===== src/polygon_edge_clip_stage_core_assert.svh =====
// Assertion macros for the polygon edge clip stage.
`ifndef POLYGON_EDGE_CLIP_STAGE_CORE_ASSERT_SVH
`define POLYGON_EDGE_CLIP_STAGE_CORE_ASSERT_SVH
// Antecedent implies consequent on the next clock.
`define PECS_ASSERT_NEXT(label, ante, cons) \
  label: assert property (@(posedge clk) disable iff (!rst_n) (ante) |=> (cons)) \
    else $error("assertion failed");
// Antecedent implies consequent in the same clock.
`define PECS_ASSERT_NOW(label, ante, cons) \
  label: assert property (@(posedge clk) disable iff (!rst_n) (ante) |-> (cons)) \
    else $error("assertion failed");
`endif


===== src/pecs_pkg.sv =====
// Package: controller states, commands and status shared by the clip stage.
package pecs_pkg;
  typedef enum logic [2:0] {
    ST_IDLE, ST_SIDE, ST_DIV, ST_LERP, ST_EMIT_X, ST_EMIT_V
  } pecs_state_t;

  typedef struct packed {
    logic load;      // capture input transaction
    logic side;      // side products step
    logic div_start; // initialize divider
    logic div_step;  // one quotient bit
    logic lerp;      // lerp step
  } pecs_cmd_t;

  typedef struct packed {
    logic is_vertex;
    logic ins_e;
    logic ins_s;
    logic side_done;
    logic div_done;
    logic lerp_done;
  } pecs_sts_t;
endpackage


===== src/pecs_ctrl.sv =====
// Controller state machine for the clip stage.
module pecs_ctrl (
  input  logic                  clk,
  input  logic                  rst_n,
  input  logic                  in_valid,
  output logic                  in_stall,
  output logic                  out_valid,
  input  logic                  out_stall,
  output logic                  sel_vertex,
  output logic                  last,
  output pecs_pkg::pecs_cmd_t   cmd,
  input  pecs_pkg::pecs_sts_t   sts
);
  import pecs_pkg::*;
  `include "polygon_edge_clip_stage_core_assert.svh"

  pecs_state_t state_r, state_nxt;

  always_ff @(posedge clk) begin
    if (!rst_n) state_r <= ST_IDLE;
    else        state_r <= state_nxt;
  end

  always_comb begin
    state_nxt  = state_r;
    cmd        = '0;
    in_stall   = 1'b1;
    out_valid  = 1'b0;
    sel_vertex = 1'b0;
    last       = 1'b0;
    case (state_r)
      ST_IDLE: begin
        in_stall = 1'b0;
        if (in_valid) begin
          cmd.load  = 1'b1;
          state_nxt = ST_SIDE;
        end
      end
      ST_SIDE: begin
        if (!sts.is_vertex) state_nxt = ST_IDLE;
        else begin
          cmd.side = 1'b1;
          if (sts.side_done) begin
            if (sts.ins_e != sts.ins_s) begin
              cmd.div_start = 1'b1;
              state_nxt = ST_DIV;
            end else if (sts.ins_e) state_nxt = ST_EMIT_V;
            else                    state_nxt = ST_IDLE;
          end
        end
      end
      ST_DIV: begin
        cmd.div_step = 1'b1;
        if (sts.div_done) state_nxt = ST_LERP;
      end
      ST_LERP: begin
        cmd.lerp = 1'b1;
        if (sts.lerp_done) state_nxt = ST_EMIT_X;
      end
      ST_EMIT_X: begin
        out_valid = 1'b1;
        last      = !sts.ins_e;
        if (!out_stall) state_nxt = sts.ins_e ? ST_EMIT_V : ST_IDLE;
      end
      ST_EMIT_V: begin
        out_valid  = 1'b1;
        sel_vertex = 1'b1;
        last       = 1'b1;
        if (!out_stall) state_nxt = ST_IDLE;
      end
      default: state_nxt = ST_IDLE;
    endcase
  end

  `PECS_ASSERT_NOW(a_no_accept_busy, state_r != ST_IDLE, in_stall)
  `PECS_ASSERT_NEXT(a_div_follows, state_r == ST_DIV && sts.div_done, state_r == ST_LERP)
  `PECS_ASSERT_NOW(a_vert_inside, state_r == ST_EMIT_V, sts.ins_e)
endmodule


===== config.mk =====
export PLATFORM = sky130hd
export DESIGN_NAME = pecs_ctrl
export DESIGN_NICKNAME = d
export VERILOG_FILES = /design/src/pecs_pkg.sv /design/src/pecs_ctrl.sv
export VERILOG_INCLUDE_DIRS = /design/src /design/src/src
export SDC_FILE = /design/constraint.sdc
export NUM_CORES = 1
export LEC_CHECK = 0
export ABC_AREA = 1
export BUFFER_PORTS_ARGS = -buffer_cell sky130_fd_sc_hd__buf_4
export CORE_AREA = 5 5 42 44
export DETAILED_ROUTE_END_ITERATION = 6
export DIE_AREA = 0 0 47 49
export GPL_TIMING_DRIVEN = 0
export PLACE_DENSITY_LB_ADDON = 0.15
export SLEW_MARGIN = 20
export SYNTH_ARGS = -nofsm -noshare
export SYNTH_HDL_FRONTEND = slang
export SYNTH_SLANG_ARGS = --single-unit

===== constraint.sdc =====
create_clock -name clk -period 1.03 [get_ports clk]
set_clock_uncertainty 0.05 [all_clocks]
set_input_delay 0.103 -clock clk [delete_from_list [all_inputs] [get_ports clk]]
set_output_delay 0.103 -clock clk [all_outputs]
set_load 0.1 [all_outputs]

---- After elaboration in Yosys (flattened, before gate mapping) ----
Index checks and enable logic that the tools add are counted.
operators by class
  equal/unequal tests ..................... 12
  multiplexer cells ....................... 22
  reduce and logical (&&, ||, !) cells .... 4
operator list
  kind                                                                    number
  3-bit 2-to-1 mux                                                        9
  3-bit one-hot mux with 6 select lines                                   1
  2-bit != test (second input constant)                                   5
  1-bit 2-to-1 mux                                                        9
  3-bit by 2-bit equality test with 1-bit output (second input constant)  2
  3-bit equality test (second input constant)                             2
  6-bit AND reduction                                                     1
  2-bit 2-to-1 mux                                                        2
  3-bit by 1-bit equality test with 1-bit output (second input constant)  1
  3-bit logical NOT                                                       1
  3-bit != test (second input constant)                                   1
  1-bit one-hot mux with 2 select lines                                   1
  2-bit OR reduction                                                      1
  1-bit logical NOT                                                       1
  1-bit != test                                                           1
word-level totals
  register bits after elaboration ......... 3
  input port bits ......................... 10
  output and inout bits ................... 9
  logic and storage cells ................. 39

---- Longest topological paths before layout ----
Gate-level depths: netlist (run 1).
  word-level depth ........................ 5
  gate-level depth with buffers ........... 9
  depth with buffers taken out ............ 8

---- Worst setup path after synthesis (run 1) ----
No wires, ideal clock.
  path kind ............................... register to output
  from .................................... reg state_r[0]
  to ...................................... out cmd[2] in the netlist's numbering
  arrival ................................. 2854 ps
  data required time ...................... 877 ps
  slack ................................... -1977 ps
  stages on the path, launching flop included .. 5
  path through ............................ dfxtp_1 inv_2 nor2_4 nand2_1 nor3b_1
RTL lines
  element                 line             RTL
  start, declared         pecs_ctrl.sv:17  pecs_state_t state_r, state_nxt;
  start signal, assigned  pecs_ctrl.sv:21  else state_r <= state_nxt;
  end, declared           pecs_ctrl.sv:11  output pecs_pkg::pecs_cmd_t cmd,

==> metrics.md, run 1 <==
| Metric | Value |
|---|---|
| Type of the setup path with the least slack | reg -> out |
| Via count | 476 |
| Count of antenna-violating nets left after detailed routing | 0 |
| Clk buf depth | 2 |
| Result of the run | complete, but fails checks |
| CP required | slightly below 900 ps |
| Cell type contributing the most total cell area after synthesis | sky130_fd_sc_hd__dfxtp_1 |
| Maximum number of pins on one net before global-route repair | 10 |
| Synth-to-layout area growth | 164% |
| Post-detailed-route DRC marker count | 0 |
| Filler Cells Inserted | 121 |
| Clock buffers created by TritonCTS | 3 |
| Sequential share of the synthesized area | 0.176 |
| Ratio of routed vias to standard cells | between 4 and 5 |
| Worst skew pair latency | 230 ps |
| Worst slack at placement | -283 ps |
| Ranking of synthesized cells by area | sky130_fd_sc_hd__dfxtp_1 18%, sky130_fd_sc_hd__nand2_1 15%, sky130_fd_sc_hd__nor2_1 14% |
| Root buffer selected by CTS | sky130_fd_sc_hd__clkbuf_4 |
| Top-level I/O count | 19 |
| Biggest regs | state_r x3 |
| Buffers and inverters on the worst path | 1 |
| Setup repair after global routing missed its margin | true |
| Gpl congestion | 0.744 |
| Final Net Count | 107 |
| Fraction of layout instances using a drive strength above 1 | 0.705 |
| Count of final setup violators | 12 |
| Die boundary width | 47 microns |
| Placed wire-length estimate after detailed placement | about 690 microns |
| Largest stage delay on the critical path | 370 ps |
| Flip-flop count of the largest register after layout | 3 |
| Vert. Die Dim | between 40 and 50 microns |
| IR drop worst, VDD | between 1500 and 2000 uV |
| Antenna Diode Count | 0 |
| Data arrival, critical path | roughly 1300 ps |
| Cells along the critical path | nor2_4 -> nand2_4 -> nor3b_4 -> buf_12 |
| Clock slew seen by the registers of the worst setup and hold paths | 30 ps |
| Synthesis-stage register bit count | 3 |
| Number of buffers inserted by hold repair at cts | 0 |
| Wire length of the first global-routing pass | roughly 1800 microns |
| All-Layer GR Usage | 0.107 |
| Area occupied by registers | between 70 and 80 sq um |
| Final critical-path required period | between 1000 and 1500 ps |
| Biggest fanout along the worst timing path | 5 |
| Cell type of the slowest stage on the worst timing path | sky130_fd_sc_hd__dfxtp_4 |
| Number of buffers added on ports | 18 |
| Syn nets | 67 |
| Floorplan die area | roughly 0.0023 sq mm |
| Leakage power total | ~0.43 nW |
| Routed wire length per instance | 9.77 microns |
| MaxCap Viol Count | 0 |
| Iteration-0 DRC count of the detailed router | 2 |
| Post-layout worst setup margin | -373 ps |
| Kind of cell with the highest combined delay on the critical path | simple AND/OR/NAND/NOR gates |
| Ys Warns | 0 |
| CTS H-tree depth | 1 |
| Hold WC Path Type | in -> reg |
| Via count of the first global-routing pass | about 450 |
| Final Routed Wirelength | around 1100 microns |
| Core occupancy in the finished layout | 0.644 |
| Share of the synthesized area in the top cell type | 0.176 |
| Max Transition Viols Final | 0 |
| CP startpoint kind | flop |
| Initial antenna violation count | 0 |
| Average size of a mapped cell | 6.10 sq um |
| Fraction of the cycle the final worst path needs | 1.36 |
| Post-synthesis cell type count | 16 |
| Setup crit end kind | primary output |
| Multi-input gate area in the final layout | around 340 sq um |
| Violations in the final reports | setup timing |
| Post-synthesis instance area | around 340 sq um |
| Worst max-slew margin expressed relative to the limit | 0.859 |
| First-pass iteration count of the detailed router | 2 |
| Global route overflow | 0 |
| Power per Cell Area | 3100 mW/mm^2 |
| CTS tree | built |
| Floorplan row count | 14 |
| Setup total negative slack | -3760 ps |
| Synthesized instance count | 56 |
| Core area | 0.00140 sq mm |
| Slew @ Worst Pin | 211 ps |
| FMAX | about 710 MHz |
| Final hold vios | 0 |
| Num Clock Sinks | 3 |
| Register containing the most flip-flops in the final layout | state_r |
| Initial Utilization | 0.244 |
cells in the mapped netlist:
library cell,number
sky130_fd_sc_hd__nand3b_1,1
sky130_fd_sc_hd__ha_1,1
sky130_fd_sc_hd__nand2_2,2
sky130_fd_sc_hd__inv_1,4
sky130_fd_sc_hd__nand2_1,14
sky130_fd_sc_hd__nor2_1,13
sky130_fd_sc_hd__nor3_1,1
sky130_fd_sc_hd__inv_2,2
sky130_fd_sc_hd__nor3b_1,1
sky130_fd_sc_hd__nor2_4,3
sky130_fd_sc_hd__nor2_2,4
sky130_fd_sc_hd__dfxtp_1,3
sky130_fd_sc_hd__nand3_2,2
sky130_fd_sc_hd__buf_6,1
sky130_fd_sc_hd__a211oi_1,1
sky130_fd_sc_hd__nand3_1,3
final timing paths:
| kind | to | from | cells past startpoint | slack [ps] |
|---|---|---|---|---|
| hold / removal | state_r[0]$_SDFFE_PN0P_ | rst_n | 3 | 60 |
| setup / recovery | cmd[2] | state_r[1]$_SDFFE_PN0P_ | 4 | -370 |
| setup reg to reg | state_r[0]$_SDFFE_PN0P_ | state_r[0]$_SDFFE_PN0P_ | 10 | -330 |
| hold reg to reg | state_r[2]$_SDFFE_PN0P_ | state_r[2]$_SDFFE_PN0P_ | 3 | 630 |
kinds of logic after synthesis:
kind of cell             after synthesis  synth area share
AND/OR/NAND/NOR                       44             0.667
AO/OA/AOI/OAI                          1            0.0220
adder cells (fa/ha/maj)                1            0.0366
flip-flops                             3             0.176
buffers and inverters                  7            0.0989
power by group:
part	internal (W)	switching, W	leakage, nW
sequential	0.000180	0.0000764	0.0267
clock	0.000145	0.0000597	0.0150
combinational	0.000980	0.00136	0.390
final cells by class:
cell class                      instances  share of cell area
Timing Repair Buffer                   36               0.454
Multi-Input combinational cell         46               0.377
Sequential cell                         3              0.0791
Inverter                                6              0.0388
Clock buffer                            4              0.0291
Tap cell                               16              0.0222
per-stage QoR:
step	cell area, sq um	hold slack (ps)	std cells	power, W
6_report	902	61.1	111	0.00280
5_1_grt	902	60.1	111	0.00296
4_1_cts	856	55.8	107	0.00266
3_5_place_dp	582	304	90	0.00181
3_3_place_gp	582	310	90	0.00181
2_1_floorplan	427	178	56	0.00156
layer usage:
| layer | wire length, microns | vias up | track usage |
|---|---|---|---|
| li1 | - | 251 | - |
| met1 | 444 | 210 | 0.118 |
| met2 | 560 | 15 | 0.174 |
| met3 | 79 | 0 | 0.0554 |
| met4 | 0 | 0 | 0.0276 |
| met5 | 0 | - | 0 |
worst reg2reg max path: stages, from the launching register on:
cell and delay (ps):
sky130_fd_sc_hd__dfxtp_4 350, sky130_fd_sc_hd__buf_4 130, sky130_fd_sc_hd__buf_6 110, sky130_fd_sc_hd__nand2_4 60, sky130_fd_sc_hd__nor2_4 50, sky130_fd_sc_hd__nand2_1 60
sky130_fd_sc_hd__nand3_2 90, sky130_fd_sc_hd__nor2_4 170, sky130_fd_sc_hd__nand2_1 80, sky130_fd_sc_hd__nand2_1 80, sky130_fd_sc_hd__nor2_2 30
placed cells by master (no fill, tap or decap), types with 4 or more instances in the layout:
cell / instances
sky130_fd_sc_hd__nor2_1: 7
sky130_fd_sc_hd__buf_6: 7
sky130_fd_sc_hd__buf_4: 20
sky130_fd_sc_hd__buf_12: 9
sky130_fd_sc_hd__nand2_1: 11
sky130_fd_sc_hd__nor2_2: 6
sky130_fd_sc_hd__nor2_4: 7
sky130_fd_sc_hd__inv_1: 4
timing repair:
action / CTS / global route
pin swaps: 10 / 8
gates resized for setup: 38 / 7
endpoints found under the setup margin: 12 / 12
setup buffers: 13 / 6
Power figures use the tool's default switching activity.
==> run 2, diff against run 1 <==
--- a/config.mk
+++ b/config.mk
@@ -12,7 +12,7 @@
 export DETAILED_ROUTE_END_ITERATION = 6
 export DIE_AREA = 0 0 47 49
 export GPL_TIMING_DRIVEN = 0
-export PLACE_DENSITY_LB_ADDON = 0.15
+export PLACE_DENSITY_LB_ADDON = 0.2
 export SLEW_MARGIN = 20
 export SYNTH_ARGS = -nofsm -noshare
 export SYNTH_HDL_FRONTEND = slang
==> run 2 against run 1 <==
The flow still finishes with violations (setup timing); wire length increased by 11%; critical path depth is 1 higher; power increased by 3.1%; global-route usage is 0.28 points lower; first-iteration DRC count rose to 2.5 times the previous value; register-to-register slack improved by 50 ps; via count rose by 1.1%; setup slack lost 21 ps; sequential share of layout area shrank 0.37 points; hold slack got worse by 3.4 ps; clock power barely moved; sequential power up 3%.
==> metrics.md, run 2 (synthesis results as in run 1) <==
| Metric | Value |
|---|---|
| Result of the run | complete, but fails checks (unchanged) |
| Violations in the final reports | setup timing (unchanged) |
| Register containing the most flip-flops in the final layout | state_r (unchanged) |
| All-Layer GR Usage | 0.104 (was 0.107) |
| Launch point of the worst path | state_r[0]$_SDFFE_PN0P_ (was state_r[1]$_SDFFE_PN0P_) |
| Max Transition Viols Final | 0 (unchanged) |
| MaxCap Viol Count | 0 (unchanged) |
| Routed wire length per instance | 10.6 microns (was 9.77 microns) |
| Number of buffers added on ports | 18 (unchanged) |
| Post-layout instance count excluding filler cells | 113 (was 111) |
| Final Net Count | 109 (was 107) |
| Biggest fanout along the worst timing path | 3 (was 5) |
| Buffers and inverters on the worst path | 2 (was 1) |
| Global route overflow | 0 (unchanged) |
| Fraction of layout instances using a drive strength above 1 | 0.722 (was 0.705) |
| Start of the worst register-to-register path | state_r[1]$_SDFFE_PN0P_ (was state_r[0]$_SDFFE_PN0P_) |
| Biggest regs | state_r x3 (unchanged) |
| Data arrival, critical path | 1270 ps (was 1250 ps) |
| Highest-count cells in the layout ignoring fill and taps | 22 x sky130_fd_sc_hd__buf_4, 10 x sky130_fd_sc_hd__buf_12, 9 x sky130_fd_sc_hd__nand2_1, 9 x sky130_fd_sc_hd__nor2_1, 8 x sky130_fd_sc_hd__nor2_4 (was 20 x sky130_fd_sc_hd__buf_4, 11 x sky130_fd_sc_hd__nand2_1, 9 x sky130_fd_sc_hd__buf_12) |
| FMAX | 702 MHz (was 713 MHz) |
| Cell type of the slowest stage on the worst timing path | sky130_fd_sc_hd__dfxtp_4 (unchanged) |
| Cells along the critical path | inv_6 -> nor2_4 -> nand2_4 -> nor3b_4 -> buf_12 (was nor2_4 -> nand2_4 -> nor3b_4 -> buf_12) |
| Num Clock Sinks | 3 (unchanged) |
| Post-DP Area | 582 sq um (unchanged) |
| Final cell area excluding filler cells | 946 sq um (was 902 sq um) |
| Setup crit end kind | primary output (unchanged) |
| Clock slew seen by the registers of the worst setup and hold paths | 30 ps (about the same) |
| Core occupancy in the finished layout | 0.675 (was 0.644) |
| Power per Cell Area | 3050 mW/mm^2 (was 3100 mW/mm^2) |
| Crit path capture | cmd[2] (unchanged) |
| Worst max-slew margin expressed relative to the limit | 0.856 (was 0.859) |
| Kind of cell with the highest combined delay on the critical path | simple AND/OR/NAND/NOR gates (unchanged) |
| Final Routed Wirelength | 1200 microns (was 1080 microns) |
| Number of instances in the placed design | 90 (unchanged) |
| Post-layout worst setup margin | -394 ps (was -373 ps) |
| IR drop worst, VDD | 1780 uV (was 1570 uV) |
| Worst skew pair latency | 230 ps (about the same) |
| Antenna Diode Count | 0 (unchanged) |
| Largest stage delay on the critical path | 370 ps (about the same) |
| Wire length of the first global-routing pass | 1840 microns (was 1790 microns) |
| Gpl congestion | 0.743 (was 0.744) |
| Ratio of routed vias to standard cells | 4.26 (was 4.29) |
| Maximum number of pins on one net before global-route repair | 9 (was 10) |
| Floorplan row count | 14 (unchanged) |
| CTS H-tree depth | 1 (unchanged) |
| Final critical-path required period | 1420 ps (was 1400 ps) |
| Top-level I/O count | 19 (unchanged) |
| Via count | 481 (was 476) |
| Number of cells traversed by the worst register-to-register path | 9 (was 10) |
| Hold WC Path Type | in -> reg (unchanged) |
| Root buffer selected by CTS | sky130_fd_sc_hd__clkbuf_4 (unchanged) |
| Worst slack at placement | -279 ps (was -283 ps) |
| First-pass iteration count of the detailed router | 2 (unchanged) |
| Initial Utilization | 0.244 (unchanged) |
| Die boundary width | 47 microns (unchanged) |
| Final hold vios | 0 (unchanged) |
| CP startpoint kind | flop (unchanged) |
| Via count of the first global-routing pass | 470 (was 452) |
| Final worst hold slack | 57.7 ps (was 61.1 ps) |
| Clock buffers created by TritonCTS | 3 (unchanged) |
| CP required | 880 ps (about the same) |
| Count of antenna-violating nets left after detailed routing | 0 (unchanged) |
| Fraction of the cycle the final worst path needs | 1.38 (was 1.36) |
| Core area | 0.00140 sq mm (unchanged) |
| Floorplan die area | 0.00230 sq mm (unchanged) |
| Clk buf depth | 2 (unchanged) |
| Flip-flop count of the largest register after layout | 3 (unchanged) |
| Stages on the worst setup path | 5 (was 4) |
| CTS tree | built (unchanged) |
| Initial antenna violation count | 0 (unchanged) |
| Count of final setup violators | 12 (unchanged) |
| Vert. Die Dim | 49 microns (unchanged) |
| Post-detailed-route DRC marker count | 0 (unchanged) |
| Leakage power total | 0.452 nW (was 0.432 nW) |
| Most common cell after layout, fill and taps aside | sky130_fd_sc_hd__buf_4 (unchanged) |
| Synth-to-layout area growth | 177% (was 164%) |
| Slew @ Worst Pin | 215 ps (was 211 ps) |
| Placed wire-length estimate after detailed placement | 700 microns (was 693 microns) |
| Worst R2R Setup Slack | -280 ps (was -330 ps) |
| Setup repair after global routing missed its margin | true (unchanged) |
| Type of the setup path with the least slack | reg -> out (unchanged) |
| Iteration-0 DRC count of the detailed router | 5 (was 2) |
| Worst flop-to-flop path endpoint | state_r[0]$_SDFFE_PN0P_ (unchanged) |
## run 2: cell count changes in the layout (fill, tap and decap cells not counted), moves of 2 or more
cell / previous run / this run
sky130_fd_sc_hd__nand2_1: 11 / 9
sky130_fd_sc_hd__buf_4: 20 / 22
sky130_fd_sc_hd__nor2_1: 7 / 9
sky130_fd_sc_hd__nor2_2: 6 / 3
## run 2: worst min path at each step
stage	startpoint	to	slack [ps]	cells after the start
finish	rst_n	state_r[1]$_SDFFE_PN0P_	60	3
global route	rst_n	state_r[1]$_SDFFE_PN0P_	60	3
CTS	rst_n	state_r[0]$_SDFFE_PN0P_	60	3
detailed placement	rst_n	state_r[2]$_SDFFE_PN0P_	300	3
global placement	rst_n	state_r[2]$_SDFFE_PN0P_	310	3
floorplan	rst_n	state_r[0]$_SDFFE_PN0P_	180	2
## run 2: metrics by stage
stage / power (W) / setup TNS (ps)
after detailed placement: 0.00181 / -1690
after global placement: 0.00180 / -1620
after CTS: 0.00267 / -3460
after floorplan: 0.00156 / -4720
final: 0.00288 / -3560
after global routing: 0.00305 / -4210
## run 2: metal layers
layer  global-route usage  vias up  part of all wire
met5                    0        -                 0
met4               0.0276        0                 0
met3               0.0221        0             0.041
met2                0.181       11              0.56
met1                0.123      214              0.40
li1                     -      256                 -
## run 2: worst min-delay path: stages
cell,delay [ps]
sky130_fd_sc_hd__buf_4,120
sky130_fd_sc_hd__nand2_2,50
sky130_fd_sc_hd__nor2_2,30
## run 2: repair_timing
action	in CTS	in global routing
setup endpoints to repair	12	12
pin swaps	9	11
hold buffers	0	0
setup buffers	14	6
gates resized for setup	35	12
## run 2: final cells by class
cell class | instances | area, sq um
Tap cell | 16 | 20.0
Fill cell | 124 | 455
Sequential cell | 3 | 71.3
Clock buffer | 4 | 26.3
Inverter | 6 | 40.0
Multi-Input combinational cell | 46 | 355
Timing Repair Buffer | 38 | 433
## run 2: power breakdown
| group | switching [W] | total, W | internal, W |
|---|---|---|---|
| registers | 0.0000843 | 0.000265 | 0.000181 |
| logic | 0.00139 | 0.00241 | 0.00102 |
| clock network | 0.0000600 | 0.000205 | 0.000145 |
